`config.mk`:
```
export PLATFORM = sky130hd
export DESIGN_NAME = kpr_front_flat
export DESIGN_NICKNAME = d
export VERILOG_FILES = /design/src/sv/kpr_pkg.sv /design/src/sv/kpr_channels.sv /design/src/sv/kpr_front.sv /design/src/flat_wrapper.sv
export SDC_FILE = /design/constraint.sdc
export NUM_CORES = 1
export LEC_CHECK = 0
export ABC_AREA = 1
export BUFFER_PORTS_ARGS = -buffer_cell sky130_fd_sc_hd__buf_2
export CORE_AREA = 2 2 72 74
export DETAILED_ROUTE_END_ITERATION = 12
export DIE_AREA = 0 0 74 76
export PLACE_DENSITY = 0.75
export SYNTH_ARGS = -nofsm -noshare
export SYNTH_HDL_FRONTEND = slang
export SYNTH_SLANG_ARGS = --single-unit
```
`constraint.sdc`:
```
create_clock -name vclk -period 4.8
set_input_delay 0.72 -clock vclk [all_inputs]
set_output_delay 0.72 -clock vclk [all_outputs]
set_load 0.05 [all_outputs]
```
`src/sv/kpr_pkg.sv`:
```
// kpr_pkg: shared constants and types of the key press, repeat and double-click block
// no dependencies; compile first

package kpr_pkg;

    localparam int NUM_ACTIONS_DEF    = 32;
    localparam int NUM_CONDITIONS_DEF = 5;
    localparam int QUEUE_DEPTH        = 4;

    localparam int CFG_ADDR_W = 3;
    localparam int CFG_DATA_W = 32;
    localparam int CFG_IDX_W  = CFG_ADDR_W - 2;

    localparam logic [CFG_IDX_W-1:0] REG_WINDOW   = CFG_IDX_W'(0);
    localparam logic [15:0]          WINDOW_RESET = 16'd300;

    typedef struct packed {
        logic               in_range;
        logic               active;
        logic signed [15:0] velocity;
        logic               rep_en;
        logic [15:0]        rep_start;
        logic [15:0]        rep_interval;
        logic [31:0]        now;
    } kpr_item_t;

    typedef struct packed {
        logic               held;
        logic [31:0]        press_stamp;
        logic [31:0]        rel_stamp;
        logic [15:0]        count;
        logic signed [15:0] velocity;
    } kpr_entry_t;

    typedef struct packed {
        logic               pressed;
        logic               released;
        logic               double_click;
        logic               held;
        logic signed [15:0] velocity;
        logic               has_velocity;
    } kpr_result_t;

endpackage

```
`src/sv/kpr_channels.sv`:
```
// kpr_in_if, kpr_out_if: valid/ready channels for key samples and key results
// no dependencies

interface kpr_in_if;
    logic               valid;
    logic               ready;
    logic [4:0]         action;
    logic [2:0]         condition;
    logic               active;
    logic signed [15:0] velocity_in;
    logic signed [16:0] repeat_start_ms;
    logic [15:0]        repeat_interval_ms;
    logic [31:0]        now_ms;

    modport source (
        output valid, action, condition, active, velocity_in, repeat_start_ms,
               repeat_interval_ms, now_ms,
        input  ready
    );
    modport sink (
        input  valid, action, condition, active, velocity_in, repeat_start_ms,
               repeat_interval_ms, now_ms,
        output ready
    );
endinterface


```
`src/sv/kpr_front.sv`:
```
// kpr_front: accepts key samples, checks the slot range and computes the slot index
// depends on kpr_pkg and kpr_in_if

module kpr_front #(
    parameter int NUM_ACTIONS    = kpr_pkg::NUM_ACTIONS_DEF,
    parameter int NUM_CONDITIONS = kpr_pkg::NUM_CONDITIONS_DEF,
    localparam int SLOTS         = NUM_ACTIONS * NUM_CONDITIONS,
    localparam int SLOT_W        = (SLOTS > 1) ? $clog2(SLOTS) : 1
) (
    kpr_in_if.sink            in_ch,
    input  logic              clearing,
    output logic              push_valid,
    input  logic              push_ready,
    output logic [SLOT_W-1:0] push_slot,
    output kpr_pkg::kpr_item_t push_item
);
    import kpr_pkg::*;

    logic        in_range;
    logic [31:0] slot_full;

    assign in_range  = (32'(in_ch.action) < NUM_ACTIONS) && (32'(in_ch.condition) < NUM_CONDITIONS);
    assign slot_full = 32'(in_ch.action) * NUM_CONDITIONS + 32'(in_ch.condition);

    assign push_valid  = in_ch.valid && !clearing;
    assign in_ch.ready = push_ready && !clearing;
    assign push_slot   = in_range ? slot_full[SLOT_W-1:0] : '0;

    always_comb
    begin
        push_item.in_range     = in_range;
        push_item.active       = in_ch.active;
        push_item.velocity     = in_ch.velocity_in;
        push_item.rep_en       = !in_ch.repeat_start_ms[16];
        push_item.rep_start    = in_ch.repeat_start_ms[15:0];
        push_item.rep_interval = in_ch.repeat_interval_ms;
        push_item.now          = in_ch.now_ms;
    end

endmodule

```
`src/flat_wrapper.sv`:
```
// flat-port wrapper written by rule: the top's interface ports become plain ports
module kpr_front_flat import kpr_pkg::*;
#(
    parameter int NUM_ACTIONS    = kpr_pkg::NUM_ACTIONS_DEF,
    parameter int NUM_CONDITIONS = kpr_pkg::NUM_CONDITIONS_DEF,
    localparam int SLOTS         = NUM_ACTIONS * NUM_CONDITIONS,
    localparam int SLOT_W        = (SLOTS > 1) ? $clog2(SLOTS) : 1
)
  (clearing, push_valid, push_ready, push_slot, push_item, in_ch_valid, in_ch_action, in_ch_condition, in_ch_active, in_ch_velocity_in, in_ch_repeat_start_ms, in_ch_repeat_interval_ms, in_ch_now_ms, in_ch_ready);
  kpr_in_if in_ch_i ();
  input  logic clearing;
  output logic push_valid;
  input  logic push_ready;
  output logic [SLOT_W-1:0] push_slot;
  output kpr_pkg::kpr_item_t push_item;
  input wire logic [$bits(in_ch_i.valid)-1:0] in_ch_valid;
  input wire logic [$bits(in_ch_i.action)-1:0] in_ch_action;
  input wire logic [$bits(in_ch_i.condition)-1:0] in_ch_condition;
  input wire logic [$bits(in_ch_i.active)-1:0] in_ch_active;
  input wire logic [$bits(in_ch_i.velocity_in)-1:0] in_ch_velocity_in;
  input wire logic [$bits(in_ch_i.repeat_start_ms)-1:0] in_ch_repeat_start_ms;
  input wire logic [$bits(in_ch_i.repeat_interval_ms)-1:0] in_ch_repeat_interval_ms;
  input wire logic [$bits(in_ch_i.now_ms)-1:0] in_ch_now_ms;
  output wire logic [$bits(in_ch_i.ready)-1:0] in_ch_ready;
  assign in_ch_i.valid = in_ch_valid;
  assign in_ch_i.action = in_ch_action;
  assign in_ch_i.condition = in_ch_condition;
  assign in_ch_i.active = in_ch_active;
  assign in_ch_i.velocity_in = in_ch_velocity_in;
  assign in_ch_i.repeat_start_ms = in_ch_repeat_start_ms;
  assign in_ch_i.repeat_interval_ms = in_ch_repeat_interval_ms;
  assign in_ch_i.now_ms = in_ch_now_ms;
  assign in_ch_ready = in_ch_i.ready;
  kpr_front #(.NUM_ACTIONS(NUM_ACTIONS), .NUM_CONDITIONS(NUM_CONDITIONS)) u_core (.in_ch(in_ch_i), .clearing(clearing), .push_valid(push_valid), .push_ready(push_ready), .push_slot(push_slot), .push_item(push_item));
endmodule
```
======== After elaboration in Yosys (flattened, before gate mapping) ========
Cells that the tools add are included.
operators by class
  add/subtract/negate cells ............... 1
  multiplexer cells ....................... 1
  $mul .................................... 1
  magnitude comparators ................... 1
  reductions and logical operators ........ 4
operators by type and width
  cell                 count
  $add 8x3->8          1
  $mul 5x3->8 const B  1
  $mux 8               1
  $lt 3x3->1 const B   1
  $logic_and 1x1->1    2
  $logic_not 1->1      2
word-level totals
  logic and storage cells ................. 8
  bits of input ports ..................... 93
  output and inout port bits .............. 93
  flip-flop bits (word level) ............. 0

======== Longest topological paths before layout ========
  depth in word-level cells ............... 3
  mapped depth ............................ 10
  gate-level depth less buffers ........... 10

======== Worst setup path after synthesis ========
No wires, ideal clock.
  path kind ............................... input to output
  from .................................... input port in_ch_action[0]
  to ...................................... output port push_slot[7]
  data arrival time ....................... 2.782 ns
  path buffers ............................ 0
  setup slack ............................. 1.298 ns
  required time ........................... 4.080 ns
  stages on the path ...................... 9
  path through ............................ ha_1 -> ha_1 -> inv_1 -> fa_1 -> inv_1 -> nand3_1 -> nand2_1 -> nand2_1 -> a21oi_1
on the way
  longest elaborated chain between the ends .. 3
RTL lines
  item         RTL line            text
  from (decl)  flat_wrapper.sv:17  input wire logic [$bits(in_ch_i.action)-1:0] in_ch_action;
  $mul 5x3->8  kpr_front.sv:23     assign slot_full = 32'(in_ch.action) * NUM_CONDITIONS + 32'(in_ch.condition);
  $add 8x3->8  kpr_front.sv:23
  $mux 8       kpr_front.sv:27     assign push_slot = in_range ? slot_full[SLOT_W-1:0] : '0;
  to (decl)    flat_wrapper.sv:14  output logic [SLOT_W-1:0] push_slot;
No other way between the ends.

======== Worst setup path in the final report ========
Ends and elaborated chain as after synthesis.

==> results by group <==
Status
  • Status: finished clean

STA
  • Unrepaired setup endpoints after global routing: false
  • Final setup TNS: 0 ps
  • Fin. max-slew vios: 0
  • Slew margin rel.: slightly above 80%
  • Min Tclk post-route: between 3000 and 4000 ps
  • Worst slew pin tran: between 200 and 300 ps
  • Final setup viols: 0
  • Crit share post-route: 69.2%
  • Max Freq: approximately 0.30 GHz
  • Final hold violations: 0

Final layout
  • ANT cells: 0
  • Sequential Area: 0 um2
  • CLK BUF: 0
  • Share of layout cells above drive strength 1: 29.3%
  • NumNets Final: slightly above 200
  • Area Overhead vs Synth: -38.9%
  • Multi-input gate area: approximately 380 um2
  • Fill cells: between 500 and 600
  • Design Area, Final: roughly 640 um2
  • Sequential cell count: 0

Power
  • Net switching power of the design: ~0.086 mW
  • Cell Int Power: between 0.03 and 0.04 mW
  • PD cells: roughly 190 mW/mm2
  • Final total power: 0.120 mW
  • Peak VDD IR: between 40 and 50 uV
  • Leak: 0.381 nW
  • Flop pwr share: 0%
  • Clock power frac: 0%
  • Combinational share of power: 100.0%
  • Sw frac: a little under three quarters

Route
  • Total number of vias: slightly below 600
  • DR pass1 iterations: 2
  • Final antenna-violating net count: 0
  • Number of remaining DRC errors: 0
  • Total routed wirelength: between 1500 and 2000 um
  • Avg WL per Cell: 11.9 um
  • Vias per std cell: 3.61
  • 1st-iter DRT viols: 12

Synth
  • Top cell type by total area after synthesis: buf_4
  • Compound-Gate Fraction of Synth Area: under 10%
  • Most common cell in the netlist: buf_4
  • Sequential share of the synthesized area: 0%
  • Top-area cell type share of the netlist area: between 50% and 60%
  • Ys Warns: 0
  • Post-Synth Adder-Cell Area: 19.8%
  • XOR/XNOR Fraction of Synth Area: 0%
  • Main combinational cell family by area after synthesis: buffers and inverters
  • Synth area leaders: buf_4, ha_1, inv_1
  • Mapped Nets: 259
  • Post-Synth Simple-Gate Area: between 10 and 15%
  • Post-synthesis mux area share: 0%
  • Distinct cells, synth: 14
  • Commonest cells post-synth: buf_4, ha_1, inv_1, nor2_1, nand2_1
  • Post-synthesis cell count: 150
  • Mapped cell area: about 0.0010 mm2
  • Avg Inst Size Synth: roughly 7 um2

Global route
  • Vias in the first global route: roughly 600
  • First-pass GRT wire length: between 2000 and 3000 um
  • Global-route usage over all layers: under 10%
  • Initial antenna violation count: 0
  • Gr ovfl total: 0
  • Largest net degree at the start of global routing: 7

Clock network
  • Hold buffers post-CTS: 0
  • Post CTS Setup Buffer Count: 0
  • CTS resizes: 0

Placed design
  • Area after DPL: 641 um2
  • Placer congestion estimate: slightly below 0.7
  • I/O Buffers: 24
  • Dpl hpwl: ~1700 um

Critical path
  • Setup CP Type: primary input to output pin
  • Critical-path maximum fanout: 3
  • WP data arrival: around 2600 ps
  • Critical path capture point type: output pin
  • Worst setup SP type: primary input
  • Critical Path RT: 4080 ps

Die
  • Core Rows: 26
  • Die ar.: ~0.0056 mm2
  • Core area: about 0.0049 mm2
  • Chip width: between 70 and 80 um
  • DIE HEIGHT: between 70 and 80 um
  • IO Count: roughly 190
  • Initial Utilization: 21.3%

Hold path
  • HP Class: primary input to output pin

Flow run
  • Max-cap violations: 0
[cells by family after synthesis]
kind of cell / count (synthesis)
buffers and inverters: 96
and+or+nand+nor: 31
adders and majority gates: 16
AOI/OAI and AO/OA: 7
[layer usage]
metal	wire length, um	track usage, %	vias to the layer above
met4	285	8.91	0
met1	521	5.04	228
met3	234	1.46	48
met5	0	0	-
li1	-	-	267
met2	880	11.3	42
[worst max-delay path, cell delays in order]
cell and delay, ps:
buf_2 110, ha_1 290, ha_1 300, inv_1 60, fa_1 400, inv_1 90
nand3_1 60, nand2_1 100, nand2_1 70, a21oi_1 110, buf_2 270
[power groups by stage]
| stage | clock (mW) | combinational (mW) | sequential [mW] |
|---|---|---|---|
| after floorplan | 0 | 0.274 | 0 |
| after global placement | 0 | 0.121 | 0 |
| after detailed placement | 0 | 0.122 | 0 |
| after CTS | 0 | 0.122 | 0 |
| after global routing | 0 | 0.134 | 0 |
| final | 0 | 0.120 | 0 |
[through the flow]
step / hold WS, ps / util, % / instances / setup slack (ps)
floorplan: 1610 / - / 150 / 1300
global placement: 1440 / 13.0 / 162 / 1450
detailed placement: 1440 / 13.0 / 162 / 1460
CTS: 1440 / 13.0 / 162 / 1460
global route: 1440 / 13.0 / 162 / 1300
finish: 1440 / 13.0 / 162 / 1480
[final timing paths]
check	from	endpoint	slack [ps]	cells past startpoint
worst min-delay path	in_ch_now_ms[16]	push_item[16]	1440	0
worst max-delay path	in_ch_action[0]	push_slot[7]	1480	11
[cells in the final DEF (no fill, tap or decap), drive strengths merged]
cell type  instances
nand3              2
nand2             13
nor3b              1
nor3               1
ha                15
a21oi              4
buf               24
o21ai              3
nor2              13
inv               14
fa                 1
nand4              1
[layout make-up]
class	instances	share of cell area [%]
Multi-Input combinational cell	54	59.4
Inverter	14	8.20
Timing Repair Buffer	24	18.7
Tap cell	70	13.7
Power figures use the tool's default switching activity.
