--- src/sv/kpr_pkg.sv ---
// kpr_pkg: shared constants and types of the key press, repeat and double-click block
// no dependencies; compile first

package kpr_pkg;

    localparam int NUM_ACTIONS_DEF    = 32;
    localparam int NUM_CONDITIONS_DEF = 5;
    localparam int QUEUE_DEPTH        = 4;

    localparam int CFG_ADDR_W = 3;
    localparam int CFG_DATA_W = 32;
    localparam int CFG_IDX_W  = CFG_ADDR_W - 2;

    localparam logic [CFG_IDX_W-1:0] REG_WINDOW   = CFG_IDX_W'(0);
    localparam logic [15:0]          WINDOW_RESET = 16'd300;

    typedef struct packed {
        logic               in_range;
        logic               active;
        logic signed [15:0] velocity;
        logic               rep_en;
        logic [15:0]        rep_start;
        logic [15:0]        rep_interval;
        logic [31:0]        now;
    } kpr_item_t;

    typedef struct packed {
        logic               held;
        logic [31:0]        press_stamp;
        logic [31:0]        rel_stamp;
        logic [15:0]        count;
        logic signed [15:0] velocity;
    } kpr_entry_t;

    typedef struct packed {
        logic               pressed;
        logic               released;
        logic               double_click;
        logic               held;
        logic signed [15:0] velocity;
        logic               has_velocity;
    } kpr_result_t;

endpackage

--- src/sv/kpr_queue.sv ---
// kpr_queue: short first-in first-out queue between front and back
// depends on kpr_pkg for the default depth

module kpr_queue #(
    parameter int WIDTH = 8,
    parameter int DEPTH = kpr_pkg::QUEUE_DEPTH
) (
    input  logic             clk,
    input  logic             rst_n,
    input  logic             push_valid,
    output logic             push_ready,
    input  logic [WIDTH-1:0] push_data,
    output logic             pop_valid,
    input  logic             pop,
    output logic [WIDTH-1:0] pop_data
);
    import kpr_pkg::*;

    localparam int PTR_W = (DEPTH > 1) ? $clog2(DEPTH) : 1;
    localparam int CNT_W = $clog2(DEPTH + 1);
    localparam logic [PTR_W-1:0] LAST_PTR  = PTR_W'(DEPTH - 1);
    localparam logic [CNT_W-1:0] FULL_CNT  = CNT_W'(DEPTH);

    logic [WIDTH-1:0] slot_reg [DEPTH];
    logic [PTR_W-1:0] wr_ptr_reg, wr_ptr_next;
    logic [PTR_W-1:0] rd_ptr_reg, rd_ptr_next;
    logic [CNT_W-1:0] count_reg, count_next;
    logic             do_push, do_pop;

    assign push_ready = (count_reg != FULL_CNT);
    assign pop_valid  = (count_reg != '0);
    assign pop_data   = slot_reg[rd_ptr_reg];
    assign do_push    = push_valid && push_ready;
    assign do_pop     = pop && pop_valid;

    always_comb
    begin
        wr_ptr_next = wr_ptr_reg;
        rd_ptr_next = rd_ptr_reg;
        count_next  = count_reg;
        if (do_push)
        begin
            wr_ptr_next = (wr_ptr_reg == LAST_PTR) ? '0 : wr_ptr_reg + 1'b1;
        end
        if (do_pop)
        begin
            rd_ptr_next = (rd_ptr_reg == LAST_PTR) ? '0 : rd_ptr_reg + 1'b1;
        end
        case ({do_push, do_pop})
            2'b10:   count_next = count_reg + 1'b1;
            2'b01:   count_next = count_reg - 1'b1;
            default: count_next = count_reg;
        endcase
    end

    always_ff @(posedge clk or negedge rst_n)
    begin
        if (!rst_n)
        begin
            wr_ptr_reg <= '0;
            rd_ptr_reg <= '0;
            count_reg  <= '0;
        end
        else
        begin
            wr_ptr_reg <= wr_ptr_next;
            rd_ptr_reg <= rd_ptr_next;
            count_reg  <= count_next;
        end
    end

    always_ff @(posedge clk)
    begin
        if (do_push)
        begin
            slot_reg[wr_ptr_reg] <= push_data;
        end
    end

endmodule

--- config.mk ---
export PLATFORM = sky130hd
export DESIGN_NAME = kpr_queue
export DESIGN_NICKNAME = d
export VERILOG_FILES = /design/src/sv/kpr_pkg.sv /design/src/sv/kpr_queue.sv
export SDC_FILE = /design/constraint.sdc
export NUM_CORES = 1
export LEC_CHECK = 0
export ABC_AREA = 1
export BUFFER_PORTS_ARGS = -buffer_cell sky130_fd_sc_hd__buf_4
export CAP_MARGIN = 25
export CORE_MARGIN = 4
export CORE_UTILIZATION = 51
export CTS_CLUSTER_SIZE = 24
export DETAILED_ROUTE_END_ITERATION = 8
export HOLD_SLACK_MARGIN = 0.02
export PLACE_DENSITY = 0.79
export SLEW_MARGIN = 5
export SYNTH_ARGS = -nofsm -noshare
export SYNTH_HDL_FRONTEND = slang
export SYNTH_SLANG_ARGS = --single-unit
--- constraint.sdc ---
create_clock -name clk -period 1.68 [get_ports clk]
set_input_delay 0.336 -clock clk [delete_from_list [all_inputs] [get_ports clk]]
set_output_delay 0.336 -clock clk [all_outputs]
set_load 0.01 [all_outputs]
---- Yosys cells after proc, flatten, opt, wreduce, memory -nomap -nowiden ----
Memories as Yosys holds them, arrays and structs flattened.
Index checks and enable logic that the tools add are counted.
storage, ports and cells
  register bits after elaboration ......... 7
  bits in latches ......................... 0
  memory bits (writable) .................. 32
  bits in read-only memories .............. 0
  input port bits ......................... 12
  output and inout bits ................... 10
  logic and storage cells ................. 22
  memories kept ........................... 1
operators by class
  $add $sub $neg .......................... 4
  multiply operators ...................... 0
  divide/modulo/power cells ............... 0
  order comparisons ....................... 0
  eq/ne operators ......................... 5
  shift operators ......................... 0
  multiplexer cells ....................... 5
  bitwise operators ....................... 0
  reductions and logical operators ........ 4
memories
  memory    words  bits a word  read ports  clocked after memory_dff  wr ports  line             RTL
  slot_reg  4      8            1           0                         1         kpr_queue.sv:24  logic [WIDTH-1:0] slot_reg [DEPTH];
operators by type and width
  kind                                              count
  == test 2 bit, second input constant              3
  one-hot mux 3 bit (2 select lines)                1
  adder 2 x 1 -> 2 bit, second input constant       2
  two-way mux 2 bit                                 2
  adder 3 x 1 -> 3 bit, second input constant       1
  != test 3 bit, second input constant              1
  nonzero test 3 bit                                1
  subtractor 3 x 1 -> 3 bit, second input constant  1
  == test 2 x 1 -> 1 bit, second input constant     1
  logical AND 1 bit                                 2
  two-way mux 1 bit                                 2
  nonzero test 2 bit                                1

---- Depth between registers and ports, before layout ----
  depth after elaboration ................. 4
  mapped depth ............................ 12
  gate-level depth less buffers ........... 12

---- Worst setup path before layout ----
OpenSTA, ideal clock, no wires.
  path kind ............................... register -> register
  from .................................... register count_reg[1]
  to ...................................... register count_reg[2]
  arrival ................................. 1,556 ps
  path slack .............................. 7 ps
  cell stages (with the launch flop) ...... 11
  buffers on the path ..................... 0
  period minus slack after synthesis ...... 1,673 ps
  cells stage by stage .................... dfrtp_1 -> inv_1 -> nand3_4 -> nand2_4 -> ha_1 -> inv_1 -> fa_1 -> nand2_1 -> nand3_1 -> nand2_1 -> nand2_1
on the way
  longest elaborated chain between the ends .. 4
RTL lines
  element                                                                   line             RTL
  from (decl)                                                               kpr_queue.sv:27  logic [CNT_W-1:0] count_reg, count_next;
  from (signal assigned)                                                    kpr_queue.sv:68  count_reg <= count_next;
  != test 3 bit (*)                                                         kpr_queue.sv:30  assign push_ready = (count_reg != FULL_CNT);
  via push_ready                                                            kpr_queue.sv:11  output logic push_ready,
  logical AND 1 bit (*)                                                     kpr_queue.sv:33  assign do_push = push_valid && push_ready;
  == test 2 x 1 -> 1 bit or == test 2 bit (tied branches)                   kpr_queue.sv:49  case ({do_push, do_pop})
  one-hot mux 3 bit (2 select lines) or nonzero test 2 bit (tied branches)  n/a
Mark *: on every way through the listed nets, which the timed path passes. The rest lies on a longest branch.
A chain may end at the register's enable or synchronous reset.

---- Final worst setup path ----
  from .................................... register rd_ptr_reg[0]
  to ...................................... output port pop_data[1]
on the way
  longest elaborated chain between the ends .. 1
RTL lines
  element                  line             RTL
  from (decl)              kpr_queue.sv:26  logic [PTR_W-1:0] rd_ptr_reg, rd_ptr_next;
  from (signal assigned)   kpr_queue.sv:67  rd_ptr_reg <= rd_ptr_next;
  memory read (4 x 8 bit)  n/a
  to (decl)                kpr_queue.sv:15  output logic [WIDTH-1:0] pop_data
No other way between the ends.

==> report_table.html <==
<table>
<tr><th>Metric</th><th>Value</th></tr>
<tr><th colspan="2">Synthesis</th></tr>
<tr><td>Cells after synthesis</td><td>152</td></tr>
<tr><td>Yosys top cell area share</td><td>0.541</td></tr>
<tr><td>Per-instance average area after synthesis</td><td>11.7 um2</td></tr>
<tr><td>Yosys top cell by area</td><td>edfxtp_1</td></tr>
<tr><td>Largest cells by area after synthesis</td><td>edfxtp_1, dfrtp_1, nand2_1, o211ai_1, inv_1</td></tr>
<tr><td>Part of the Yosys area used for sequential elements</td><td>0.639</td></tr>
<tr><td>Post-synthesis instance area</td><td>1780 um2</td></tr>
<tr><td>Synth Net Count</td><td>171</td></tr>
<tr><td>Yosys synthesis warning count</td><td>0</td></tr>
<tr><td>Count of distinct cell types in the synthesized netlist</td><td>19</td></tr>
<tr><td>Post-synthesis register bit count</td><td>39</td></tr>
<tr><th colspan="2">Setup path</th></tr>
<tr><td>Highest net fanout along the worst path</td><td>35</td></tr>
<tr><td>Critical Path RT</td><td>1.34 ns</td></tr>
<tr><td>Reg-to-reg startpoint</td><td>count_reg[0]$_DFFE_PN0P_</td></tr>
<tr><td>Flop2flop setup slack</td><td>0.02 ns</td></tr>
<tr><td>Worst R2R End</td><td>count_reg[2]$_DFFE_PN0P_</td></tr>
<tr><td>Depth of the most critical reg-to-reg path</td><td>10</td></tr>
<tr><td>Critical path capture point type</td><td>primary output</td></tr>
<tr><td>Type of the worst setup path</td><td>flop to primary output</td></tr>
<tr><td>Data arrival time at the worst-slack endpoint</td><td>1.37 ns</td></tr>
<tr><td>Startpoint type of the worst setup path</td><td>flop</td></tr>
<tr><th colspan="2">STA</th></tr>
<tr><td>RSZ-0062 raised after global routing</td><td>yes</td></tr>
<tr><td>Final Hold Violating Endpoints</td><td>0</td></tr>
<tr><td>Final critical-path share of the clock period</td><td>1.02</td></tr>
<tr><td>Maximum achievable frequency</td><td>0.586 GHz</td></tr>
<tr><td>Tightest Pin Transition</td><td>0.235 ns</td></tr>
<tr><td>Setup-violating endpoint count in the final report</td><td>2</td></tr>
<tr><td>Final Hold Slack</td><td>0.200 ns</td></tr>
<tr><td>Worst Setup Slack, final</td><td>-0.0253 ns</td></tr>
<tr><td>Fin. max-slew vios</td><td>0</td></tr>
<tr><td>Setup clock skew after layout</td><td>0.0126 ns</td></tr>
<tr><td>Period minus WS final</td><td>1.71 ns</td></tr>
<tr><td>Total negative slack</td><td>-0.0283 ns</td></tr>
<tr><td>Slew Limit Headroom</td><td>0.842</td></tr>
<tr><th colspan="2">Clocking</th></tr>
<tr><td>Clock Path Buffers</td><td>2</td></tr>
<tr><td>Clock-pin slew reported for the worst setup and hold paths after clock tree synthesis</td><td>~0.12 ns</td></tr>
<tr><td>TritonCTS buffer count</td><td>5</td></tr>
<tr><td>Clock latency on the worst-skew pair</td><td>~0.33 ns</td></tr>
<tr><td>Number of levels in the clock H-tree</td><td>2</td></tr>
<tr><td>TritonCTS clock tree</td><td>built</td></tr>
<tr><td>Root buffer cell</td><td>clkbuf_4</td></tr>
<tr><td>Number of sinks driven by the clock tree</td><td>39</td></tr>
<tr><th colspan="2">Cells and area</th></tr>
<tr><td>Syn-to-layout area delta</td><td>27.9%</td></tr>
<tr><td>Count of nets after finishing</td><td>215</td></tr>
<tr><td>Share of layout cells above drive strength 1</td><td>0.320</td></tr>
<tr><td>FF+latch area</td><td>1140 um2</td></tr>
<tr><td>Final std cell area, no fill</td><td>2270 um2</td></tr>
<tr><td>Area of the multi-input gates</td><td>505 um2</td></tr>
<tr><td>Fill count</td><td>245</td></tr>
<tr><td>Final instance count without filler cells</td><td>243</td></tr>
<tr><td>Diodes inserted</td><td>0</td></tr>
<tr><td>Number of flip-flops in the largest register</td><td>32</td></tr>
<tr><th colspan="2">Drt</th></tr>
<tr><td>DRC</td><td>0</td></tr>
<tr><td>Wirelength per Cell</td><td>15.1 um</td></tr>
<tr><td>Overall routed net length</td><td>3660 um</td></tr>
<tr><td>Initial DRT Pass Iterations</td><td>4</td></tr>
<tr><td>Number of vias after detailed routing</td><td>1244</td></tr>
<tr><td>Drt via density</td><td>5.12</td></tr>
<tr><td>Initial DRC Count</td><td>58</td></tr>
<tr><td>Number of nets still failing antenna checks after routing</td><td>0</td></tr>
<tr><th colspan="2">Min path</th></tr>
<tr><td>Worst hold stages</td><td>1</td></tr>
<tr><td>Classification of the worst-slack hold path</td><td>input pin to flop</td></tr>
<tr><td>Hold Crit Endpoint</td><td>slot_reg[1][3]$_DFFE_PP_</td></tr>
<tr><td>Origin of the worst min-delay path</td><td>push_data[3]</td></tr>
<tr><th colspan="2">Global route</th></tr>
<tr><td>Wire length of the first global-routing pass</td><td>5580 um</td></tr>
<tr><td>Number of antenna violations at the first check in global routing</td><td>0</td></tr>
<tr><td>Number of global-route vias before repair</td><td>approximately 1200</td></tr>
<tr><td>Pin count of the biggest net entering global routing</td><td>36</td></tr>
<tr><td>Tot GR Track Use</td><td>0.173</td></tr>
<tr><td>Leftover overflow at the end of global routing</td><td>0</td></tr>
<tr><th colspan="2">Floorplan</th></tr>
<tr><td>Area of the die</td><td>4490 um2</td></tr>
<tr><td>X dimension of the die</td><td>67.0 um</td></tr>
<tr><td>Die H</td><td>67.0 um</td></tr>
<tr><td>Initial core utilization</td><td>0.528</td></tr>
<tr><td>Std cell rows</td><td>21</td></tr>
<tr><td>I/O Pins</td><td>22</td></tr>
<tr><td>Floorplan core area</td><td>3360 um2</td></tr>
<tr><th colspan="2">Placement</th></tr>
<tr><td>Number of buffers inserted by port buffering</td><td>21</td></tr>
<tr><td>Area after detailed placement</td><td>2050 um2</td></tr>
<tr><td>Dpl cells</td><td>227</td></tr>
<tr><td>DP Wirelength</td><td>~2400 um</td></tr>
<tr><td>Global placement routability congestion</td><td>between 0.7 and 0.8</td></tr>
<tr><th colspan="2">Power</th></tr>
<tr><td>Power per cell area</td><td>1820 nW/um2</td></tr>
<tr><td>Maximum VDD drop</td><td>1110 uV</td></tr>
<tr><td>Static leakage power</td><td>1.00 nW</td></tr>
<tr><td>Reg power frac</td><td>0.340</td></tr>
<tr><td>Comb power frac</td><td>0.479</td></tr>
<tr><td>Final Total Pwr</td><td>4.15 mW</td></tr>
<tr><td>Int Pwr</td><td>2.69 mW</td></tr>
<tr><td>Net switching fraction of the power</td><td>0.351</td></tr>
<tr><td>Fraction of power consumed by the clock network</td><td>0.181</td></tr>
<tr><td>Power spent charging and discharging nets</td><td>1.46 mW</td></tr>
<tr><th colspan="2">Run status</th></tr>
<tr><td>Violations in the final reports</td><td>negative setup slack</td></tr>
<tr><td>Outcome</td><td>complete, but fails checks</td></tr>
<tr><th colspan="2">Run</th></tr>
<tr><td>Max_cap viols</td><td>0</td></tr>
</table>
-- what timing repair did --
item	4_1_cts	5_1_grt
cloned	0	0
pin swaps	7	7
hold buffers	1	0
endpoints found under the setup margin	8	10
endpoints found under the hold margin	7	0
gates resized for setup	11	10
setup buffers	4	3
-- layer usage --
metal	global-route usage	vias to the layer above	wire, um
met3	0.0506	14	222
met4	0.0835	0	108
li1	-	590	-
met2	0.304	51	1950
met5	0	-	0
met1	0.188	589	1380
-- power groups by stage --
stage / Clock (mW) / Sequential, mW / Combinational [mW]
after global routing: 0.807 / 1.43 / 2.16
after floorplan: 0 / 1.41 / 1.03
after CTS: 0.762 / 1.40 / 1.81
after detailed placement: 0 / 1.43 / 1.62
after global placement: 0 / 1.41 / 1.53
final: 0.750 / 1.41 / 1.98
-- stage by stage --
stage | utilization | worst slack, ns
2_1_floorplan | - | 0.00701
3_3_place_gp | 0.608 | 0.0430
4_1_cts | 0.656 | -0.0272
6_report | 0.676 | -0.0253
5_1_grt | 0.676 | -0.0926
3_5_place_dp | 0.608 | -0.0659
-- Yosys cell counts --
cell type,instances
nand2_4,1
nand2_2,1
nand3_2,1
o211ai_2,1
buf_6,5
edfxtp_1,32
ha_1,6
inv_2,1
xnor2_1,1
o21ai_0,1
nand3_1,5
o211ai_1,15
inv_1,29
nor2_1,6
fa_1,1
dfrtp_1,7
nand4_1,1
nand3_4,1
nand2_1,37
-- how the worst max path moves through the flow --
stage                         startpoint                        to  slack [ns]
3_3_place_gp    count_reg[2]$_DFFE_PN0P_  count_reg[2]$_DFFE_PN0P_        0.04
6_report       rd_ptr_reg[0]$_DFFE_PN0P_               pop_data[1]       -0.03
4_1_cts        rd_ptr_reg[0]$_DFFE_PN0P_               pop_data[2]       -0.03
3_5_place_dp    count_reg[2]$_DFFE_PN0P_  count_reg[1]$_DFFE_PN0P_       -0.07
2_1_floorplan   count_reg[1]$_DFFE_PN0P_  count_reg[2]$_DFFE_PN0P_       0.007
5_1_grt        rd_ptr_reg[0]$_DFFE_PN0P_               pop_data[2]       -0.09
-- cells by family (layout without fill, tap and decap cells) --
group	after synthesis	count (layout)	synth area share
and+or+nand+nor	53	53	0.134
DFF	39	39	0.639
buffers and inverters	35	80	0.0951
AOI/OAI and AO/OA	17	17	0.0732
adders and majority gates	7	7	0.0535
xor gates and xnor gates	1	1	0.00493
-- area by class of cell --
| class | instances | share of cell area |
|---|---|---|
| Inverter | 30 | 0.0507 |
| Timing Repair Buffer | 42 | 0.157 |
| Sequential cell | 39 | 0.500 |
| Clock buffer | 6 | 0.0182 |
| Clock inverter | 2 | 0.0264 |
| Multi-Input combinational cell | 78 | 0.222 |
| Tap cell | 46 | 0.0253 |
-- worst max-delay path, stage by stage, from the launching register on --
cell      delay [ns]
dfrtp_1         0.42
buf_12          0.18
o211ai_1        0.21
nand2_1         0.10
buf_6           0.13
-- placed cells by master (no fill, tap or decap), types with 2 or more instances in the layout --
cell       count
buf_6          7
inv_2          5
clkbuf_4       5
dfrtp_1        7
buf_4         33
bufinv_16      2
edfxtp_1      32
ha_1           5
nand2_1       36
inv_1         24
nand2_4        2
nand3_4        2
o211ai_1      15
nor2_1         6
nand3_1        5
Power figures use the tool's default switching activity.
